--- config.mk ---
export PLATFORM = sky130hd
export DESIGN_NAME = nfa_subset_construction_unit
export DESIGN_NICKNAME = d
export VERILOG_FILES = /design/src/sv/nsc_pkg.sv /design/src/sv/nsc_controller.sv /design/src/sv/nsc_datapath.sv /design/src/sv/nfa_subset_construction_unit.sv
export SDC_FILE = /design/constraint.sdc
export NUM_CORES = 1
export LEC_CHECK = 0
export BUFFER_PORTS_ARGS = -buffer_cell sky130_fd_sc_hd__buf_2
export CAP_MARGIN = 20
export CELL_PAD_IN_SITES_DETAIL_PLACEMENT = 1
export CELL_PAD_IN_SITES_GLOBAL_PLACEMENT = 1
export CORE_AREA = 5 5 99 101
export DETAILED_ROUTE_END_ITERATION = 10
export DIE_AREA = 0 0 104 106
export GPL_ROUTABILITY_DRIVEN = 0
export PLACE_DENSITY_LB_ADDON = 0.05
export SLEW_MARGIN = 15
export SYNTH_ARGS = -nofsm -noshare
export SYNTH_HDL_FRONTEND = slang
export SYNTH_HIERARCHICAL = 1
export SYNTH_SLANG_ARGS = --single-unit
--- constraint.sdc ---
create_clock -name clk_i -period 4.4 [get_ports clk_i]
set_input_delay 0.22 -clock clk_i [delete_from_list [all_inputs] [get_ports clk_i]]
set_output_delay 0.22 -clock clk_i [all_outputs]
set_load 0.1 [all_outputs]
--- src/sv/nsc_pkg.sv ---
// Shared types and constants for the NFA subset construction unit.
// Used by the controller, the datapath and the top level; no dependencies.
package nsc_pkg;

  localparam int NfaStates = 3;
  localparam int Symbols   = 2;
  localparam int SetW      = NfaStates;
  localparam int Subsets   = 1 << NfaStates;
  localparam int TableW    = NfaStates * Symbols * NfaStates;
  localparam int SymW      = 1;
  localparam int PtrW      = $clog2(Subsets + 1);
  localparam int IdxW      = $clog2(Subsets);

  // Reset table: 0-a->{0,1}, 0-b->{0}, 1-b->{2}.
  localparam logic [TableW-1:0] TableReset = TableW'(2059);

  typedef enum logic {
    StIdle,
    StWalk
  } nsc_state_e;

  typedef struct packed {
    logic load;
    logic step;
  } nsc_cmd_t;

  typedef struct packed {
    logic out_free;
    logic final_step;
  } nsc_status_t;

endpackage

--- src/sv/nsc_controller.sv ---
// Sequencer of the NFA subset construction unit.
// Depends on nsc_pkg for the state enum and the command and status structs.
module nsc_controller import nsc_pkg::*; (
  input  logic        clk_i,
  input  logic        rst_ni,
  input  logic        in_valid_i,
  output logic        in_stall_o,
  input  nsc_status_t status_i,
  output nsc_cmd_t    cmd_o
);

  nsc_state_e state_q, state_d;

  always_ff @(posedge clk_i or negedge rst_ni) begin
    if (!rst_ni) begin
      state_q <= StIdle;
    end else begin
      state_q <= state_d;
    end
  end

  always_comb begin
    state_d = state_q;
    unique case (state_q)
      StIdle: begin
        if (in_valid_i) state_d = StWalk;
      end
      StWalk: begin
        if (status_i.out_free && status_i.final_step) state_d = StIdle;
      end
      default: state_d = StIdle;
    endcase
  end

  always_comb begin
    cmd_o      = '0;
    in_stall_o = 1'b1;
    unique case (state_q)
      StIdle: begin
        in_stall_o = 1'b0;
        cmd_o.load = in_valid_i;
      end
      StWalk: begin
        cmd_o.step = status_i.out_free;
      end
      default: begin
        in_stall_o = 1'b1;
      end
    endcase
  end

endmodule

--- src/sv/nsc_datapath.sv ---
// Datapath of the NFA subset construction unit: table register, visited map,
// visit queue, successor logic and output register. Depends on nsc_pkg.
module nsc_datapath import nsc_pkg::*; (
  input  logic              clk_i,
  input  logic              rst_ni,
  input  logic              cfg_we_i,
  input  logic [TableW-1:0] cfg_data_i,
  input  logic [SetW-1:0]   start_set_i,
  input  nsc_cmd_t          cmd_i,
  output nsc_status_t       status_o,
  input  logic              out_stall_i,
  output logic              out_valid_o,
  output logic [SetW-1:0]   from_set_o,
  output logic [SymW-1:0]   symbol_index_o,
  output logic [SetW-1:0]   to_set_o,
  output logic              last_o
);

  logic [TableW-1:0]  table_q;
  logic [Subsets-1:0] visited_q, visited_d;
  logic [SetW-1:0]    list_q [Subsets];
  logic [PtrW-1:0]    head_q, head_d, tail_q, tail_d;
  logic [SymW-1:0]    sym_q, sym_d;
  logic               out_valid_q, out_valid_d;
  logic [SetW-1:0]    from_q, to_q;
  logic [SymW-1:0]    osym_q;
  logic               last_q;

  logic [SetW-1:0]    cur_set, succ_set;
  logic               to_new, sym_wrap, final_step;
  logic [PtrW-1:0]    head_nx, tail_nx;

  assign cur_set = list_q[head_q[IdxW-1:0]];

  // Successor is the union of the table rows of the member states.
  always_comb begin
    succ_set = '0;
    for (int s = 0; s < NfaStates; s++) begin
      for (int y = 0; y < Symbols; y++) begin
        if (cur_set[s] && sym_q == SymW'(y)) begin
          succ_set = succ_set | table_q[(s * Symbols + y) * NfaStates +: NfaStates];
        end
      end
    end
  end

  assign to_new     = !visited_q[succ_set] && (tail_q < PtrW'(Subsets));
  assign sym_wrap   = (sym_q == SymW'(Symbols - 1));
  assign head_nx    = sym_wrap ? head_q + PtrW'(1) : head_q;
  assign tail_nx    = to_new ? tail_q + PtrW'(1) : tail_q;
  assign final_step = sym_wrap && (head_nx == tail_nx);

  assign status_o.out_free   = !out_valid_q || !out_stall_i;
  assign status_o.final_step = final_step;

  always_comb begin
    visited_d   = visited_q;
    head_d      = head_q;
    tail_d      = tail_q;
    sym_d       = sym_q;
    out_valid_d = out_valid_q && out_stall_i;
    if (cmd_i.load) begin
      visited_d              = '0;
      visited_d[start_set_i] = 1'b1;
      head_d                 = '0;
      tail_d                 = PtrW'(1);
      sym_d                  = '0;
    end else if (cmd_i.step) begin
      if (to_new) visited_d[succ_set] = 1'b1;
      head_d      = head_nx;
      tail_d      = tail_nx;
      sym_d       = sym_wrap ? '0 : sym_q + SymW'(1);
      out_valid_d = 1'b1;
    end
  end

  always_ff @(posedge clk_i or negedge rst_ni) begin
    if (!rst_ni) begin
      table_q     <= TableReset;
      visited_q   <= '0;
      head_q      <= '0;
      tail_q      <= '0;
      sym_q       <= '0;
      out_valid_q <= 1'b0;
    end else begin
      if (cfg_we_i) table_q <= cfg_data_i;
      visited_q   <= visited_d;
      head_q      <= head_d;
      tail_q      <= tail_d;
      sym_q       <= sym_d;
      out_valid_q <= out_valid_d;
    end
  end

  // Queue storage and the output word carry no reset.
  always_ff @(posedge clk_i) begin
    if (cmd_i.load) begin
      list_q[0] <= start_set_i;
    end else if (cmd_i.step && to_new) begin
      list_q[tail_q[IdxW-1:0]] <= succ_set;
    end
    if (cmd_i.step) begin
      from_q <= cur_set;
      osym_q <= sym_q;
      to_q   <= succ_set;
      last_q <= final_step;
    end
  end

  assign out_valid_o    = out_valid_q;
  assign from_set_o     = from_q;
  assign symbol_index_o = osym_q;
  assign to_set_o       = to_q;
  assign last_o         = last_q;

endmodule

--- src/sv/nfa_subset_construction_unit.sv ---
// Top level of the NFA subset construction unit: controller plus datapath.
// Depends on nsc_pkg, nsc_controller and nsc_datapath.
//
// Each input word names a start subset; the unit walks every subset reachable
// from it breadth first and emits one output word per subset and symbol, with
// last set on the final one. Each item is loaded in a setup step and then walked one
// output word per step by the single successor unit, which forms one transition per
// cycle while the output register is free; a stalled output holds the walk. The
// next item is taken once the last word of the current one sits in the output
// register. The table register may be written at any time the unit is idle.
module nfa_subset_construction_unit import nsc_pkg::*; (
  input  logic              clk_i,
  input  logic              rst_ni,
  input  logic              cfg_we_i,
  input  logic [TableW-1:0] cfg_data_i,
  input  logic              in_valid_i,
  output logic              in_stall_o,
  input  logic [SetW-1:0]   start_set_i,
  output logic              out_valid_o,
  input  logic              out_stall_i,
  output logic [SetW-1:0]   from_set_o,
  output logic [SymW-1:0]   symbol_index_o,
  output logic [SetW-1:0]   to_set_o,
  output logic              last_o
);

  nsc_cmd_t    cmd;
  nsc_status_t status;

  nsc_controller u_ctrl (
    .clk_i      (clk_i),
    .rst_ni     (rst_ni),
    .in_valid_i (in_valid_i),
    .in_stall_o (in_stall_o),
    .status_i   (status),
    .cmd_o      (cmd)
  );

  nsc_datapath u_dp (
    .clk_i          (clk_i),
    .rst_ni         (rst_ni),
    .cfg_we_i       (cfg_we_i),
    .cfg_data_i     (cfg_data_i),
    .start_set_i    (start_set_i),
    .cmd_i          (cmd),
    .status_o       (status),
    .out_stall_i    (out_stall_i),
    .out_valid_o    (out_valid_o),
    .from_set_o     (from_set_o),
    .symbol_index_o (symbol_index_o),
    .to_set_o       (to_set_o),
    .last_o         (last_o)
  );

endmodule

After elaboration in Yosys (flattened, before gate mapping)

Memory sizes are Yosys's and may differ from the RTL's.
Cells that the tools add are included.

Magnitude comparators: 5
Mux-type cells: 40
Eq/ne operators: 1
Bitwise logic cells: 8
Add/subtract/negate cells: 3
Reductions and logical operators: 21

Operators by type and width:

| cell                | number |
|---|---|
| $mux 3              | 8 |
| $mux 4              | 6 |
| $mux 8              | 3 |
| $mux 1              | 19 |
| $or 3x3->3          | 5 |
| $logic_and 1x1->1   | 13 |
| $add 4x1->4 const B | 2 |
| $lt 3x4->1 const B  | 2 |
| $or 8x8->8          | 1 |
| $demux 1 s3         | 2 |
| $ge 3x1->1 const B  | 2 |
| $eq 4x4->1          | 1 |
| $lt 4x4->1 const B  | 1 |
| $reduce_bool 2->1   | 2 |
| $bmux 1 s3          | 1 |
| $logic_not 1->1     | 3 |
| $reduce_or 3->1     | 1 |
| $not 1->1           | 2 |
| $pmux 1 s2          | 1 |
| $reduce_and 2->1    | 1 |
| $add 1x1->1 const B | 1 |
| $logic_or 1x1->1    | 1 |

Output and inout bits: 10
Memory bits (writable): 24
Bits in registers: 45
Logic and storage cells: 90
Memories kept: 1

Memory list:

| name        | depth | width | rd ports | clocked after Yosys merged registers in | wr ports | RTL line           | RTL |
|---|---|---|---|---|---|---|---|
| u_dp.list_q | 8     | 3     | 1        | 0                                       | 1        | nsc_datapath.sv:21 | `logic [SetW-1:0] list_q [Subsets];` |

Logic depth before layout (Yosys ltp)

Depth after elaboration: 23
Depth in mapped cells: 15
Depth with buffers taken out: 12

Cells and area by module

The synthesis kept the hierarchy.

By module, submodules not included:

| module         | area an instance (µm²) | cells an instance | seq. area each (µm²) | instances |
|---|---|---|---|---|
| nsc_datapath   | 3340.7                 | 261               | 1866.8               | 1 |
| nsc_controller | 55.1                   | 5                 | 25.0                 | 1 |

Least setup slack after synthesis

OpenSTA, ideal clock, no wires.

Kind: register -> register
Start: register u_dp.head_q[0]
End: memory u_dp/list_q[4][0] (netlist name), enable pin
Slack: 1.235 ns
Data arrival time: 2.793 ns
Buffers on the path: 3
Stages on the path, launching flop included: 14
Library setup time: 0.371 ns
Required time: 4.029 ns
Path through: dfrtp_1 buf_6 buf_12 mux2i_1 a22oi_1 and2_4 a32o_2 nor3_4 inv_4 mux2i_4 o22ai_4 nand3_4 buf_6 nor4_1

Elaborated cells on any way between the ends: 29
Those cells by class: 13 x mux; 5 x bitwise; 10 x reduce/logical; 1 x memory

RTL lines:

| element                                           | RTL line            | RTL |
|---|---|---|
| from (decl)                                       | nsc_datapath.sv:22  | `logic [PtrW-1:0] head_q, head_d, tail_q, tail_d;` |
| from (signal assigned)                            | nsc_datapath.sv:81  | `head_q <= '0;` |
| from (signal assigned)                            | nsc_datapath.sv:88  | `head_q <= head_d;` |
| $mem_v2 8x3 (*)                                   | n/a                 |  |
| net u_dp.cur_set[2]                               | nsc_datapath.sv:29  | `logic [SetW-1:0] cur_set, succ_set;` |
| $logic_and 1x1->1                                 | nsc_datapath.sv:40  | `if (cur_set[s] && sym_q == SymW'(y)) begin` |
| $mux 3                                            | nsc_datapath.sv:40  |  |
| $or 3x3->3                                        | nsc_datapath.sv:41  | `succ_set = succ_set \| table_q[(s * Symbols + y) * NfaStates +: NfaStates];` |
| $mux 3 (*)                                        | nsc_datapath.sv:40  |  |
| net u_dp.succ_set[1]                              | nsc_datapath.sv:29  |  |
| $bmux 1 s3 (*)                                    | nsc_datapath.sv:47  | `assign to_new = !visited_q[succ_set] && (tail_q < PtrW'(Subsets));` |
| $mux 1 (implied by the code) (*)                  | nsc_datapath.sv:47  |  |
| $logic_not 1->1 (*)                               | nsc_datapath.sv:47  |  |
| $logic_and 1x1->1 (*)                             | nsc_datapath.sv:47  |  |
| $logic_and 1x1->1 (*)                             | nsc_datapath.sv:99  | `end else if (cmd_i.step && to_new) begin` |
| $mux 1 (*)                                        | nsc_datapath.sv:99  |  |
| $mux 1 (*)                                        | nsc_datapath.sv:97  | `if (cmd_i.load) begin` |
| $mux 1 (implied by the code) (*)                  | nsc_datapath.sv:100 | `list_q[tail_q[IdxW-1:0]] <= succ_set;` |
| $reduce_or 3->1 (no source line)                  | n/a                 |  |
| $mux 3 (no source line) or $mux 1 (tied branches) | n/a                 |  |
| to (decl)                                         | nsc_datapath.sv:21  |  |

The timed path passes the listed nets; every way through them passes the cells marked *. The select of a mux whose other input is x is not followed.

Final worst setup path

Start: register u_dp.head_q[0]
End: memory u_dp/list_q[0][0] (netlist name), enable pin

The elaborated chain is that of the path after synthesis.

==> impl_metrics.py <==
metrics = {
    "run_status": {
        "status": "finished, violations left",
        "violations": "negative hold slack",
    },
    "synthesis": {
        "synth_common_cells": "dfrtp_1, edfxtp_1, mux2i_1",
        "yosysTopAreaCellShare": 0.283,
        "async_reset_ff_frac": 0.536,
        "synthTopCellsByArea": "edfxtp_1, dfrtp_1, mux2_2, mux2i_1, dfstp_2",
        "yosysMostFrequentCell": "dfrtp_1",
        "synth_warnings": 6,
        "post_synth_instance_area_mm2": 0.00340,
        "yosys.area.top_type": "edfxtp_1",
        "synth_edf_count": 32,
        "synth_ff_type": "dfrtp_1",
        "yosysSeqAreaShare": 0.557,
        "synth_area_per_cell_um2": 12.8,
        "syn-num-nets": 294,
        "syn_inst": 266,
        "synth-seq-cells": 69,
        "synth_cell_types": 56,
    },
    "timing": {
        "fin_crit_sh": 0.851,
        "slew_viol_final": 0,
        "hold_viol_final": 31,
        "fmax_ghz": 0.267,
        "period_minus_slack_ns": 3.74,
        "relSlewSlack": 0.418,
        "worst_pin_slew_ns": 0.873,
        "whs_ns": -0.0296,
        "setup_tns_ns": 0,
        "fin_skew_ns": 0.0105,
        "rsz0062_at_grt": "false",
        "finalSetupViolCount": 0,
    },
    "layout": {
        "drive_gt1_frac": 0.325,
        "instances_no_fill": 416,
        "nets": 328,
        "area_delta_synth_final_pct": 12.8,
        "antenna_cells": 0,
        "fill_cells": 953,
    },
    "clock_tree": {
        "numCtsBuffers": 9,
        "h-tree-depth": 3,
        "cts_sinks": 69,
        "post_cts_resized": 0,
        "tritoncts": "done",
        "clk_pin_slew_ns": 0.08,
        "clk_path_buf_depth": 2,
        "cts_setup_buffers": 0,
        "clock_latency_ns": 0.35,
        "cts_root_buf": "clkbuf_8",
        "cts_hold_buf": 0,
    },
    "global_routing": {
        "grt_pass1_wl_mm": 12.4,
        "grt.total_usage": 0.144,
        "gr-total-overflow": 0,
        "grt_start_max_net_pins": 38,
        "grt_pass1_vias": 2274,
        "grt_antenna_before_repair": 0,
    },
    "flow_run": {
        "cap_violations": 0,
    },
    "routing": {
        "drtIter0Drc": 52,
        "firstDrtPassIters": 4,
        "route.detailed.drc": 0,
        "via_count": 2175,
        "totalWireLength_mm": 7.56,
        "vias_per_cell": 5.23,
        "wl_per_cell_um": 18.2,
        "ant_nets": 0,
    },
    "setup_path": {
        "cp.required_ns": 4.38,
        "worstPathArrival_ns": 3.72,
        "rr_endpoint": "u_dp/list_q[0][0]$_DFFE_PP_",
        "startpoint_type": "flop",
        "critPathCaptureType": "flop",
        "critPathMaxFanout": 12,
        "rrSetupSlack_ns": 0.66,
        "rr_startpoint": "u_dp/head_q[0]$_DFFE_PN0P_",
        "path_class": "reg -> reg",
        "reg2regPathDepth": 11,
    },
    "die": {
        "dieArea_mm2": 0.0110,
        "start_util": 0.380,
        "fp.dieW_um": 104,
        "coreArea_mm2": 0.00893,
        "die_h_um": 106,
        "num_rows": 35,
        "io_pins": 36,
    },
    "hold_path": {
        "hold_class": "in -> async",
    },
    "placed_design": {
        "hpwlAfterDp_mm": 5.48,
        "dp.cells": 400,
        "port_buffers": 35,
    },
}
## logic make-up (layout without fill, tap and decap cells)
group / after synthesis / in the layout / synth area share
AOI/OAI and AO/OA: 38 / 38 / 0.0940
xor gates and xnor gates: 10 / 10 / 0.0258
adders and majority gates: 2 / 2 / 0.00737
buffers and inverters: 27 / 66 / 0.0420
DFF: 69 / 69 / 0.557
muxes: 49 / 49 / 0.162
and+or+nand+nor: 71 / 71 / 0.112
## sequential cells by signal, summed over array words and instances, names as in the netlist
| signal | count |
|---|---|
| u_dp/table_q | 18 |
| u_dp/visited_q | 8 |
| u_dp/from_set_o | 3 |
| u_dp/head_q | 4 |
| u_dp/list_q | 24 |
| u_dp/symbol_index_o | 1 |
| u_dp/last_o | 1 |
| u_dp/out_valid_o | 1 |
| u_dp/sym_q | 1 |
| u_ctrl/state_q | 1 |
| u_dp/to_set_o | 3 |
| u_dp/tail_q | 4 |
## critical path, cell delays in order, from the launching register on
cell     delay, ns
dfrtp_1       0.44
buf_4         0.27
mux2i_1       0.26
a22oi_1       0.18
and2_4        0.22
a32o_2        0.28
nor3_4        0.22
inv_4         0.11
mux2i_4       0.22
o22ai_4       0.31
nand2_1       0.20
o41ai_1       0.65
## through the flow
step	util	hold WS [ns]	instance area (um^2)	setup WS [ns]
finish	0.429	-0.0296	3830	0.657
global route	0.429	0.0397	3830	0.431
CTS	0.429	0.00350	3830	0.645
detailed placement	0.407	0.402	3630	0.665
global placement	0.407	0.400	3630	0.735
floorplan	-	-0.0756	3400	1.24
## metal layers
layer  GRT usage  vias up  share of wire
met5           0        -              0
met4      0.0583        0          0.018
met3      0.0443       11          0.044
met2       0.210       46           0.45
met1       0.199     1070           0.49
li1            -     1048              -
## layout make-up
type,instances,area [um^2],area share
sequential,69,1890,0.494
multi-input combinational,170,1360,0.355
timing repair buffer,37,190,0.0496
tap,111,139,0.0363
clock buffer,9,124,0.0323
clock inverter,7,73.8,0.0193
inverter,13,51.3,0.0134
## how the worst max path moves through the flow
stage | startpoint | cells after the start | end | slack, ns
2_1_floorplan | u_dp/head_q[0]$_DFFE_PN0P_ | 13 | u_dp/list_q[4][0]$_DFFE_PP_ | 1.24
3_3_place_gp | u_dp/head_q[0]$_DFFE_PN0P_ | 11 | u_dp/list_q[1][1]$_DFFE_PP_ | 0.74
3_5_place_dp | u_dp/head_q[0]$_DFFE_PN0P_ | 10 | u_dp/list_q[0][0]$_DFFE_PP_ | 0.67
4_1_cts | u_dp/head_q[0]$_DFFE_PN0P_ | 10 | u_dp/list_q[0][0]$_DFFE_PP_ | 0.65
5_1_grt | u_dp/head_q[0]$_DFFE_PN0P_ | 10 | u_dp/list_q[1][0]$_DFFE_PP_ | 0.43
6_report | u_dp/head_q[0]$_DFFE_PN0P_ | 11 | u_dp/list_q[0][0]$_DFFE_PP_ | 0.66
## layout by cell type, fill, tap and decap left out, types with 3 or more instances in the layout
master    count
nand2_1      19
a21oi_1       5
mux2_2       22
inv_1        11
nor4_1        3
buf_2        35
nor2_1       16
dfrtp_1      33
nor3_1        3
edfxtp_1     32
xnor2_1       4
clkbuf_8      9
nand3_1      10
mux2i_1      23
nand2b_1      3
o21ai_0       3
a21oi_2       3
xor2_1        6
o31ai_1       5
dfstp_2       4
a32oi_1       4
Power is not shown: default switching activity piles up to over one toggle a cycle in this logic, so the estimate is an artifact.
